<file path="config.mk">
export PLATFORM = sky130hd
export DESIGN_NAME = nau_softsign_div
export DESIGN_NICKNAME = d
export VERILOG_FILES = /design/src/sv/nau_pkg.sv /design/src/sv/nau_softsign_div.sv
export SDC_FILE = /design/constraint.sdc
export NUM_CORES = 2
export LEC_CHECK = 0
export BUFFER_PORTS_ARGS = -buffer_cell sky130_fd_sc_hd__buf_2
export CAP_MARGIN = 0
export CORE_AREA = 2 2 353 355
export CTS_BUF_LIST = sky130_fd_sc_hd__clkbuf_8
export DETAILED_ROUTE_END_ITERATION = 8
export DIE_AREA = 0 0 355 357
export GPL_ROUTABILITY_DRIVEN = 1
export REMOVE_ABC_BUFFERS = 1
export SETUP_SLACK_MARGIN = 0.05
export SLEW_MARGIN = 20
export SYNTH_ARGS = -nofsm -noshare
export SYNTH_HDL_FRONTEND = slang
export SYNTH_SLANG_ARGS = --single-unit
</file>
<file path="constraint.sdc">
create_clock -name clk -period 10.7 [get_ports clk]
set_input_delay 2.14 -clock clk [delete_from_list [all_inputs] [get_ports clk]]
set_output_delay 2.14 -clock clk [all_outputs]
set_load 0.01 [all_outputs]
</file>
<file path="src/sv/nau_pkg.sv">
// Shared types, constants and tables for the neural activation unit.
// Depends on nothing; imported by every module of the unit.
`timescale 1ns / 1ps

package nau_pkg;

    localparam int DATA_WIDTH = 16;
    localparam int FRAC_BITS  = 12;

    // magnitude of a DATA_WIDTH signed value, including the most negative one
    localparam int MAG_W      = DATA_WIDTH + 1;
    // tanh magnitude, unsigned Q1.16 (65536 = 1.0)
    localparam int TANH_W     = 17;
    // sigmoid, unsigned Q1.17
    localparam int SIG_W      = 18;
    localparam int TBL_IDX_W  = 6;
    localparam int TBL_LAST   = 32;

    // softsign divider: Q0.30 quotient, three quotient bits per stage
    localparam int QUOT_W     = 30;
    localparam int DEN_W      = 16;
    localparam int DIV_STEPS_PER_STAGE = 3;
    localparam int DIV_STAGES = QUOT_W / DIV_STEPS_PER_STAGE;
    localparam int TANH_STAGES = 2;

    localparam int PROD_W     = 2 * QUOT_W + 1;

    // right shifts that bring each intermediate format to FRAC_BITS
    localparam int SH_TANH     = 16 - FRAC_BITS;
    localparam int SH_SIGMOID  = 17 - FRAC_BITS;
    localparam int SH_SOFTSIGN = 30 - FRAC_BITS;
    localparam int SH_GATED    = 33 - FRAC_BITS;
    localparam int SH_SOFTGATE = 60 - FRAC_BITS;

    typedef enum logic [2:0] {
        FUNC_TANH      = 3'd0,
        FUNC_SIGMOID   = 3'd1,
        FUNC_RELU      = 3'd2,
        FUNC_SOFTSIGN  = 3'd3,
        FUNC_LINEAR    = 3'd4,
        FUNC_GATED     = 3'd5,
        FUNC_SOFTGATED = 3'd6
    } func_t;

    typedef struct packed {
        logic signed [DATA_WIDTH-1:0] value_in;
        logic signed [DATA_WIDTH-1:0] gate_in;
        logic                         last_in;
    } nau_in_t;

    typedef struct packed {
        logic signed [DATA_WIDTH-1:0] value_out;
        logic                         last_out;
    } nau_out_t;

    // tanh(k/4), k = 0..32, unsigned Q1.16
    function automatic logic [TANH_W-1:0] tanh_tbl(input logic [TBL_IDX_W-1:0] idx);
        logic [TANH_W-1:0] v;
        case (idx)
            6'd0:  v = 17'd0;
            6'd1:  v = 17'd16051;
            6'd2:  v = 17'd30285;
            6'd3:  v = 17'd41625;
            6'd4:  v = 17'd49912;
            6'd5:  v = 17'd55593;
            6'd6:  v = 17'd59320;
            6'd7:  v = 17'd61694;
            6'd8:  v = 17'd63179;
            6'd9:  v = 17'd64096;
            6'd10: v = 17'd64659;
            6'd11: v = 17'd65003;
            6'd12: v = 17'd65212;
            6'd13: v = 17'd65339;
            6'd14: v = 17'd65417;
            6'd15: v = 17'd65464;
            6'd16: v = 17'd65492;
            6'd17: v = 17'd65509;
            6'd18: v = 17'd65520;
            6'd19: v = 17'd65526;
            6'd20: v = 17'd65530;
            6'd21: v = 17'd65532;
            6'd22: v = 17'd65534;
            6'd23: v = 17'd65535;
            6'd24: v = 17'd65535;
            default: v = 17'd65536;
        endcase
        return v;
    endfunction

    // one restoring-division step: returns {quotient bit, new remainder}
    function automatic logic [DEN_W:0] div_step(input logic [DEN_W-1:0] rem,
                                                 input logic [DEN_W-1:0] den,
                                                 input logic             bit_in);
        logic [DEN_W:0] sh;
        logic [DEN_W:0] res;
        sh = {rem, bit_in};
        if (sh >= {1'b0, den})
            res = {1'b1, DEN_W'(sh - {1'b0, den})};
        else
            res = {1'b0, sh[DEN_W-1:0]};
        return res;
    endfunction

endpackage

</file>
<file path="src/sv/nau_softsign_div.sv">
// Pipelined restoring divider for softsign: |x| * 2^30 / (1.0 + |x|), rounded.
// Depends on nau_pkg (div_step, widths, stage count).
`timescale 1ns / 1ps

module nau_softsign_div (
    input  logic                       clk,
    input  logic                       ce,
    input  logic [nau_pkg::MAG_W-1:0]  mag,
    output logic [nau_pkg::QUOT_W-1:0] quot
);
    import nau_pkg::*;

    logic [DEN_W-1:0]  rem_reg [DIV_STAGES];
    logic [DEN_W-1:0]  den_reg [DIV_STAGES];
    logic [QUOT_W-1:0] q_reg   [DIV_STAGES];
    logic [DEN_W-1:0]  rem0;
    logic [DEN_W-1:0]  den0;

    // numerator is mag * 2^30 + den/2; top part (mag) is already below den
    always_comb
    begin
        den0 = DEN_W'((MAG_W'(1) << FRAC_BITS) + mag);
        rem0 = mag[DEN_W-1:0];
    end

    for (genvar k = 0; k < DIV_STAGES; k++)
    begin : g_stage
        logic [DEN_W-1:0]  rem_in;
        logic [DEN_W-1:0]  den_in;
        logic [QUOT_W-1:0] q_in;
        logic [DEN_W-1:0]  rem_next;
        logic [QUOT_W-1:0] q_next;

        if (k == 0)
        begin : g_first
            assign rem_in = rem0;
            assign den_in = den0;
            assign q_in   = '0;
        end
        else
        begin : g_rest
            assign rem_in = rem_reg[k-1];
            assign den_in = den_reg[k-1];
            assign q_in   = q_reg[k-1];
        end

        always_comb
        begin
            logic [QUOT_W-1:0] low;
            logic [DEN_W:0]    res;
            low      = QUOT_W'(den_in[DEN_W-1:1]);
            rem_next = rem_in;
            q_next   = q_in;
            for (int j = 0; j < DIV_STEPS_PER_STAGE; j++)
            begin
                res      = div_step(rem_next, den_in,
                                    low[QUOT_W-1-(k*DIV_STEPS_PER_STAGE+j)]);
                rem_next = res[DEN_W-1:0];
                q_next   = {q_next[QUOT_W-2:0], res[DEN_W]};
            end
        end

        always_ff @(posedge clk)
        begin
            if (ce)
            begin
                rem_reg[k] <= rem_next;
                den_reg[k] <= den_in;
                q_reg[k]   <= q_next;
            end
        end
    end

    assign quot = q_reg[DIV_STAGES-1];

endmodule

</file>
==> summary.txt <==
GRT
  – Final global-route overflow total: 0
  – Vias in the first global route: slightly below 30k
  – Largest net degree at the start of global routing: ~150
  – Initial antenna violation count: 3
  – All-Layer GR Usage: 15.3%
  – First-pass GRT wire length: between 150000 and 200000 um

Floorplan
  – Die Y: 357 um
  – FP Rows: about 130
  – Initial Util: between 30% and 40%
  – Chip width: around 360 um
  – Core Area: around 120000 um2
  – Full die area: 127000 um2
  – # IOs: slightly below 50

Logic synthesis
  – Top cells by area, synth: edfxtp_1 34%, ha_1 15%, mux2_2 5.6%, xnor2_1 4.9%, a21oi_1 4.2%
  – Sequential cell area fraction in the yosys report: 33.7%
  – Share of flip-flops with an asynchronous set or reset: 0%
  – Post-synth EDFFs: between 400 and 500
  – Synth area leader: edfxtp_1
  – Post-Syn Instances: approximately 4.1k
  – Yosys top cell area share: around a third
  – Synth top cells by count: 470 x ha_1, 453 x edfxtp_1, 342 x a21oi_1
  – Yosys reg bits: 453
  – Post-Synthesis Mean Instance Area: just under 10 um2
  – Ys Warns: 0
  – Most common cell in the netlist: ha_1
  – Mapped Area: 40400 um2
  – Synth cell types: about 120
  – Ys flop type: edfxtp_1

Clock tree
  – Clk buf depth: 3
  – Clk root buf: clkbuf_8
  – CTS tree: done
  – Post-CTS Hold Buffers: 0
  – Clk_lat worst skew: between 0.7 and 0.8 ns
  – Clock net sink count: roughly 450
  – CTS resizes: 0
  – Worst-path clk slew: ~0.07 ns
  – Total CTS buffers: 84
  – Htree depth: 3
  – Post-CTS setup buffers: 0

Cells and area
  – Syn-to-layout area delta: 9.73%
  – Share of cells above drive strength 1: between 10% and 20%
  – Max FFs per register: 165
  – Fin nets: ~4.7k

Routing
  – Final wirelength: roughly 99000 um
  – Vias: about 31k
  – Number of DRC markers in iteration 0: approximately 2.1k
  – Vias per cell: about 5.3
  – ANT nets after route: 0
  – Average wire per standard cell: 16.7 um
  – DR pass1 iterations: 5
  – # DRC: 0

STA
  – Final Skew: 0.0499 ns
  – Maximum clock rate: around 0.11 GHz
  – Final hold violation count: 0
  – Final setup fails: 0
  – Relative slew slack: between 30% and 40%
  – RSZ-0062 raised after global routing: no
  – Fin crit period: 9.47 ns
  – Worst slew pin tran: between 1 and 1.5 ns
  – Period utilisation layout: around 89%
  – TNS Setup: 0 ns
  – Pins Over Slew Limit: 0

Setup path
  – Crit end category: register
  – CP delay by family, top: compound AO/OA/AOI/OAI gates
  – CP required: about 11 ns
  – Startpoint types: register
  – Critical path fanouts, max: 17
  – CP peak stage delay: roughly 0.77 ns
  – Critical path class: reg -> reg
  – Worst EP arrival: around 9.9 ns
  – Crit path max-delay cell type: o31a_1
  – CP bufs+invs: 6

Run
  – Max-cap violations: 0

Outcome
  – Outcome: complete, no violations

Worst hold path
  – Hold crit path type: reg -> reg

Placed design
  – Gpl congestion: a little under 0.9
  – Input/output buffers: 47
  – Post-DP HPWL: around 77000 um
## layout by cell type (no fill, tap or decap), types with 75 or more instances in the layout
cell	instances
edfxtp_1	453
nor2_1	306
a21o_1	113
o21a_1	75
o21ai_0	228
a21oi_1	342
xor2_1	110
inv_1	304
ha_1	470
xnor2_1	228
clkbuf_8	84
nor3_1	79
mux2_2	200
nand3_1	85
nand2_1	222
## area by class of cell
cell class / count / area (um2)
antenna: 1 / 2.50
clock buffer: 84 / 1160
clock inverter: 70 / 642
fill: 12400 / 78600
inverter: 293 / 1100
multi-input combinational: 3322 / 25300
sequential: 453 / 13600
tap: 1637 / 2050
timing repair buffer: 76 / 483
## routing by layer
metal,global-route usage [%],share of wire (%),wire length (um)
met1,20.8,48,47400
met2,24.8,45,44800
met3,2.23,4.3,4220
met4,5.33,2.9,2870
met5,0,0,0
## logic make-up after synthesis
| logic type | after synthesis | synth area share, % |
|---|---|---|
| and+or+nand+nor | 1064 | 13.0 |
| xor gates and xnor gates | 339 | 7.39 |
| muxes | 277 | 7.76 |
| DFF | 453 | 33.7 |
| AOI/OAI and AO/OA | 1153 | 19.0 |
| adders and majority gates | 489 | 15.5 |
| buffers and inverters | 366 | 3.72 |
## through the flow
step	worst slack (ns)	hold WS, ns	utilization (%)	cells	area (um2)
after floorplan	1.62	0.400	-	4068	40000
after global placement	0.929	0.400	34.6	5780	42500
after CTS	1.21	0.392	36.0	5934	44300
final	1.23	0.409	36.1	5936	44400
after global routing	0.391	0.412	36.1	5936	44400
after detailed placement	0.944	0.405	34.6	5780	42500
## final timing paths
kind / start / slack [ns] / cells after the start / to
worst min-delay path: q_reg[3][1] / 0.41 / 0 / q_reg[4][4]
worst min register to register: q_reg[3][1] / 0.41 / 0 / q_reg[4][4]
worst max register to register: den_reg[5][1] / 1.23 / 34 / rem_reg[6][5]
worst max-delay path: den_reg[5][1] / 1.23 / 34 / rem_reg[6][5]
Power is left out: the tool's default activity adds up to more than one toggle a clock period on the data nets, which glitch-free logic cannot reach.
