--- config.mk ---
export PLATFORM = sky130hd
export DESIGN_NAME = nau_tanh_interp
export DESIGN_NICKNAME = d
export VERILOG_FILES = /design/src/sv/nau_pkg.sv /design/src/sv/nau_tanh_interp.sv
export SDC_FILE = /design/constraint.sdc
export NUM_CORES = 1
export LEC_CHECK = 0
export BUFFER_PORTS_ARGS = -buffer_cell sky130_fd_sc_hd__buf_4
export CORE_MARGIN = 2
export CORE_UTILIZATION = 60
export DETAILED_ROUTE_END_ITERATION = 8
export GPL_TIMING_DRIVEN = 0
export PLACE_DENSITY = 0.79
export SYNTH_ARGS = -nofsm -noshare
export SYNTH_HDL_FRONTEND = slang
export SYNTH_SLANG_ARGS = --single-unit
--- constraint.sdc ---
create_clock -name clk -period 9.5 [get_ports clk]
set_input_delay 0.475 -clock clk [delete_from_list [all_inputs] [get_ports clk]]
set_output_delay 0.475 -clock clk [all_outputs]
set_load 0.05 [all_outputs]
--- src/sv/nau_pkg.sv ---
// Shared types, constants and tables for the neural activation unit.
// Depends on nothing; imported by every module of the unit.
`timescale 1ns / 1ps

package nau_pkg;

    localparam int DATA_WIDTH = 16;
    localparam int FRAC_BITS  = 12;

    // magnitude of a DATA_WIDTH signed value, including the most negative one
    localparam int MAG_W      = DATA_WIDTH + 1;
    // tanh magnitude, unsigned Q1.16 (65536 = 1.0)
    localparam int TANH_W     = 17;
    // sigmoid, unsigned Q1.17
    localparam int SIG_W      = 18;
    localparam int TBL_IDX_W  = 6;
    localparam int TBL_LAST   = 32;

    // softsign divider: Q0.30 quotient, three quotient bits per stage
    localparam int QUOT_W     = 30;
    localparam int DEN_W      = 16;
    localparam int DIV_STEPS_PER_STAGE = 3;
    localparam int DIV_STAGES = QUOT_W / DIV_STEPS_PER_STAGE;
    localparam int TANH_STAGES = 2;

    localparam int PROD_W     = 2 * QUOT_W + 1;

    // right shifts that bring each intermediate format to FRAC_BITS
    localparam int SH_TANH     = 16 - FRAC_BITS;
    localparam int SH_SIGMOID  = 17 - FRAC_BITS;
    localparam int SH_SOFTSIGN = 30 - FRAC_BITS;
    localparam int SH_GATED    = 33 - FRAC_BITS;
    localparam int SH_SOFTGATE = 60 - FRAC_BITS;

    typedef enum logic [2:0] {
        FUNC_TANH      = 3'd0,
        FUNC_SIGMOID   = 3'd1,
        FUNC_RELU      = 3'd2,
        FUNC_SOFTSIGN  = 3'd3,
        FUNC_LINEAR    = 3'd4,
        FUNC_GATED     = 3'd5,
        FUNC_SOFTGATED = 3'd6
    } func_t;

    typedef struct packed {
        logic signed [DATA_WIDTH-1:0] value_in;
        logic signed [DATA_WIDTH-1:0] gate_in;
        logic                         last_in;
    } nau_in_t;

    typedef struct packed {
        logic signed [DATA_WIDTH-1:0] value_out;
        logic                         last_out;
    } nau_out_t;

    // tanh(k/4), k = 0..32, unsigned Q1.16
    function automatic logic [TANH_W-1:0] tanh_tbl(input logic [TBL_IDX_W-1:0] idx);
        logic [TANH_W-1:0] v;
        case (idx)
            6'd0:  v = 17'd0;
            6'd1:  v = 17'd16051;
            6'd2:  v = 17'd30285;
            6'd3:  v = 17'd41625;
            6'd4:  v = 17'd49912;
            6'd5:  v = 17'd55593;
            6'd6:  v = 17'd59320;
            6'd7:  v = 17'd61694;
            6'd8:  v = 17'd63179;
            6'd9:  v = 17'd64096;
            6'd10: v = 17'd64659;
            6'd11: v = 17'd65003;
            6'd12: v = 17'd65212;
            6'd13: v = 17'd65339;
            6'd14: v = 17'd65417;
            6'd15: v = 17'd65464;
            6'd16: v = 17'd65492;
            6'd17: v = 17'd65509;
            6'd18: v = 17'd65520;
            6'd19: v = 17'd65526;
            6'd20: v = 17'd65530;
            6'd21: v = 17'd65532;
            6'd22: v = 17'd65534;
            6'd23: v = 17'd65535;
            6'd24: v = 17'd65535;
            default: v = 17'd65536;
        endcase
        return v;
    endfunction

    // one restoring-division step: returns {quotient bit, new remainder}
    function automatic logic [DEN_W:0] div_step(input logic [DEN_W-1:0] rem,
                                                 input logic [DEN_W-1:0] den,
                                                 input logic             bit_in);
        logic [DEN_W:0] sh;
        logic [DEN_W:0] res;
        sh = {rem, bit_in};
        if (sh >= {1'b0, den})
            res = {1'b1, DEN_W'(sh - {1'b0, den})};
        else
            res = {1'b0, sh[DEN_W-1:0]};
        return res;
    endfunction

endpackage

--- src/sv/nau_tanh_interp.sv ---
// Two-stage tanh of a magnitude: table lookup, then linear interpolation.
// Depends on nau_pkg (table and widths).
`timescale 1ns / 1ps

module nau_tanh_interp #(
    parameter int SHIFT = 10
) (
    input  logic                       clk,
    input  logic                       ce,
    input  logic [nau_pkg::MAG_W-1:0]  mag,
    output logic [nau_pkg::TANH_W-1:0] y
);
    import nau_pkg::*;

    logic [MAG_W-1:0]     idx_full;
    logic [TBL_IDX_W-1:0] idx;
    logic [TANH_W-1:0]    lo_next;
    logic [TANH_W-1:0]    diff_next;
    logic [TANH_W-1:0]    lo_reg;
    logic [TANH_W-1:0]    diff_reg;
    logic [SHIFT-1:0]     frac_reg;
    logic [TANH_W+SHIFT-1:0] prod;
    logic [TANH_W-1:0]    y_next;
    logic [TANH_W-1:0]    y_reg;

    always_comb
    begin
        idx_full = mag >> SHIFT;
        // beyond the last entry the table is flat at 1.0
        if (idx_full >= MAG_W'(TBL_LAST))
            idx = TBL_IDX_W'(TBL_LAST);
        else
            idx = idx_full[TBL_IDX_W-1:0];
        lo_next   = tanh_tbl(idx);
        diff_next = tanh_tbl(TBL_IDX_W'(idx + 1'b1)) - lo_next;
    end

    always_comb
    begin
        prod   = (TANH_W+SHIFT)'(diff_reg) * (TANH_W+SHIFT)'(frac_reg);
        y_next = lo_reg + TANH_W'(prod >> SHIFT);
    end

    always_ff @(posedge clk)
    begin
        if (ce)
        begin
            lo_reg   <= lo_next;
            diff_reg <= diff_next;
            frac_reg <= mag[SHIFT-1:0];
            y_reg    <= y_next;
        end
    end

    assign y = y_reg;

endmodule

==> impl_metrics.sql <==
INSERT INTO impl_metrics (metric_group, metric, value, unit) VALUES
('final_layout', 'multi_input_comb_area', '6940', 'um^2'),
('timing', 'finClkSkew', '12.6', 'ps'),
('job', 'max_cap_violations', '0', ''),
('die', 'design.core.area', '15800', 'um^2'),
('cts', 'number_of_buffers_inserted_during_clock_tree_synthesis', '9', ''),
('routing', 'avgRoutedWirePerCell', '16.9', 'um'),
('timing', 'hold_viol', '0', ''),
('timing', 'finalCritPeriodShare', '87.4', '%'),
('final_layout', 'final_cell_mix', 'sky130_fd_sc_hd__inv_1, sky130_fd_sc_hd__nand2_1, sky130_fd_sc_hd__fa_1', ''),
('worst_hold_path', 'launch_instance_of_the_worst_min_delay_path', 'mag[9]', ''),
('routing', 'initialDrtViolationCount', '522', ''),
('grt', 'number_of_global_route_vias_before_repair', '7739', ''),
('setup_path', 'setup.worst_path.end_class', 'register', ''),
('logic_synthesis', 'post_synth.cell_area_avg', '8.89', 'um^2'),
('logic_synthesis', 'dominant_combinational_cell_family_by_area_after_synthesis', 'adder cells', ''),
('setup_path', 'worst-setup-path-type', 'register to register', ''),
('logic_synthesis', 'synth.mux.area_fraction', '0.545', '%'),
('place', 'portBuffers', '31', ''),
('setup_path', 'start_kind', 'register', ''),
('cts', 'cts.reportedPaths.clkPinSlew', '60', 'ps'),
('routing', 'drcViolationCount', '0', ''),
('grt', 'grt_overflow', '0', ''),
('grt', 'grt.total_usage', '28.8', '%'),
('die', 'floorplan.rows', '46', ''),
('logic_synthesis', 'top_flip_flop_cell_by_instance_count_after_synthesis', 'sky130_fd_sc_hd__edfxtp_1', ''),
('final_layout', 'final_net_count', '1368', ''),
('setup_path', 'depth_of_the_worst_register_to_register_path', '31', ''),
('timing', 'layout_min_cycle_time', '8300', 'ps'),
('place', 'detailed_place_hpwl', '18.0', 'mm'),
('final_layout', 'proportion_of_layout_cells_with_a_drive_suffix_above_1', '5.04', '%'),
('die', 'dieWidth', '131', 'um'),
('run_status', 'status', 'completed', ''),
('logic_synthesis', 'synthCells', '1084', ''),
('logic_synthesis', 'synth.cell_area', '9640', 'um^2'),
('final_layout', 'register_area', '1830', 'um^2'),
('logic_synthesis', 'yosys_register_bits', '61', ''),
('routing', 'postRouteAntennaNets', '0', ''),
('setup_path', 'r2r_end', 'y[16]', ''),
('logic_synthesis', 'area_fraction_in_compound_gates_after_synthesis', '12.0', '%'),
('grt', 'grt_start_max_net_pins', '62', ''),
('routing', 'num_vias', '7664', ''),
('cts', 'cts_resized', '0', ''),
('die', 'effective_utilization_at_floorplan', '61.1', '%'),
('timing', 'maxClockFrequency', '0.120', 'GHz'),
('final_layout', 'number_of_antenna_repair_diodes', '0', ''),
('logic_synthesis', 'ys.warnings.count', '0', ''),
('timing', 'report.final.setup_viol', '0', ''),
('cts', 'cts.root.buffer_cell', 'sky130_fd_sc_hd__clkbuf_16', ''),
('cts', 'cts_max_level', '3', ''),
('cts', 'cts_hold_buf', '0', ''),
('setup_path', 'cp.arrival', '8400', 'ps'),
('routing', 'drt_pass1_iterations', '5', ''),
('cts', 'cts_tree', 'yes', ''),
('logic_synthesis', 'yosys.area_share.xor_xnor', '3.69', '%'),
('logic_synthesis', 'synth-edff-count', '61', ''),
('cts', 'clock_path_buffers', '2', ''),
('timing', 'slew_violations', '0', ''),
('final_layout', 'fillerInstances', '1343', ''),
('cts', 'post_cts.repair.setup_buffers', '0', ''),
('routing', 'viasPerCell', '5.69', ''),
('timing', 'rsz0062_at_grt', 'no', ''),
('place', 'place_congestion', '0.942', ''),
('routing', 'detail_route.wirelength', '22.8', 'mm'),
('final_layout', 'layout.cells.most_common', 'sky130_fd_sc_hd__inv_1', ''),
('die', 'design.die.area', '17100', 'um^2'),
('worst_hold_path', 'min_to', 'frac_reg[9]', ''),
('die', 'io-pin-count', '36', ''),
('setup_path', 'cpPeakStageDelay', '520', 'ps'),
('setup_path', 'critPathMaxFanout', '10', ''),
('logic_synthesis', 'synth_simple_gate_area_share', '17.5', '%'),
('setup_path', 'cp_data_required_time', '9590', 'ps');
[stage by stage]
| step | util (%) | hold WS, ps | std cells | cell area [um^2] | worst slack [ps] |
|---|---|---|---|---|---|
| final | 66.2 | 296 | 1347 | 10400 | 1200 |
| after global routing | 66.2 | 291 | 1347 | 10400 | 695 |
| after CTS | 66.2 | 288 | 1347 | 10400 | 1220 |
| after detailed placement | 64.3 | 553 | 1331 | 10100 | 1270 |
| after global placement | 64.3 | 536 | 1331 | 10100 | 1370 |
| after floorplan | - | 526 | 1084 | 9640 | 2270 |
[how the worst max path moves through the flow]
stage / endpoint / slack, ps / cells after the start
global route: y[16] / 700 / 31
detailed placement: y[16] / 1270 / 31
finish: y[16] / 1200 / 31
CTS: y[16] / 1220 / 31
global placement: y[16] / 1370 / 31
floorplan: y[16] / 2270 / 31
[critical path, delay by kind of cell (launching register included)]
kind	cells	cell delay [ps]
and+or+nand+nor	3	690
adders and majority gates	7	3110
xor gates and xnor gates	2	480
DFF	1	400
buffers and inverters	7	1060
AOI/OAI and AO/OA	12	2300
[final cells by class]
class	instances	share of cell area, %
multi-input combinational	792	66.4
inverter	179	6.43
sequential	61	17.5
tap	216	2.59
buffer	52	1.89
timing repair buffer	31	2.23
clock inverter	7	0.755
clock buffer	9	2.16
[metal layers]
metal / vias up / global-route usage, % / wire [um]
met3: 38 / 3.99 / 1240
met5: - / 0 / 0
met2: 255 / 49.1 / 11200
met1: 3739 / 38.3 / 9830
met4: 0 / 8.82 / 461
li1: 3632 / - / -
[Yosys cell counts, types with 4 or more instances]
cell type                     n  area (um^2)
sky130_fd_sc_hd__edfxtp_1    61         1830
sky130_fd_sc_hd__a21oi_1     48          240
sky130_fd_sc_hd__ha_1       104         1300
sky130_fd_sc_hd__nand3_1     22          110
sky130_fd_sc_hd__a311oi_1     4         35.0
sky130_fd_sc_hd__nor2b_1     10         62.6
sky130_fd_sc_hd__nor3_1       8         40.0
sky130_fd_sc_hd__o2111ai_1    4         35.0
sky130_fd_sc_hd__nand2_1    146          548
sky130_fd_sc_hd__o211ai_1     6         45.0
sky130_fd_sc_hd__xor2_1      10         87.6
sky130_fd_sc_hd__o21bai_1    12         90.1
sky130_fd_sc_hd__and3_1      10         62.6
sky130_fd_sc_hd__a21o_1      13         97.6
sky130_fd_sc_hd__and2_1      78          488
sky130_fd_sc_hd__a31oi_1     10         62.6
sky130_fd_sc_hd__inv_1      178          668
sky130_fd_sc_hd__o21ai_0     40          200
sky130_fd_sc_hd__nor2_1      44          165
sky130_fd_sc_hd__or3_1        4         25.0
sky130_fd_sc_hd__nand4_1      6         37.5
sky130_fd_sc_hd__fa_1       119         2380
sky130_fd_sc_hd__a2111oi_0    4         35.0
sky130_fd_sc_hd__nand2b_1     8         50.1
sky130_fd_sc_hd__o21a_1       5         37.5
sky130_fd_sc_hd__a211oi_1     6         45.0
sky130_fd_sc_hd__a211o_1      4         35.0
sky130_fd_sc_hd__xnor2_1     28          245
sky130_fd_sc_hd__clkbuf_1    47          176
[cells by family after synthesis]
family | after synthesis
adder cells (fa/ha/maj) | 223
XOR/XNOR | 39
multiplexers | 5
AO/OA/AOI/OAI | 177
buffers and inverters | 231
AND/OR/NAND/NOR | 348
flip-flops | 61
Power is not shown: default switching activity piles up to over one toggle a cycle in this logic, so the estimate is an artifact.
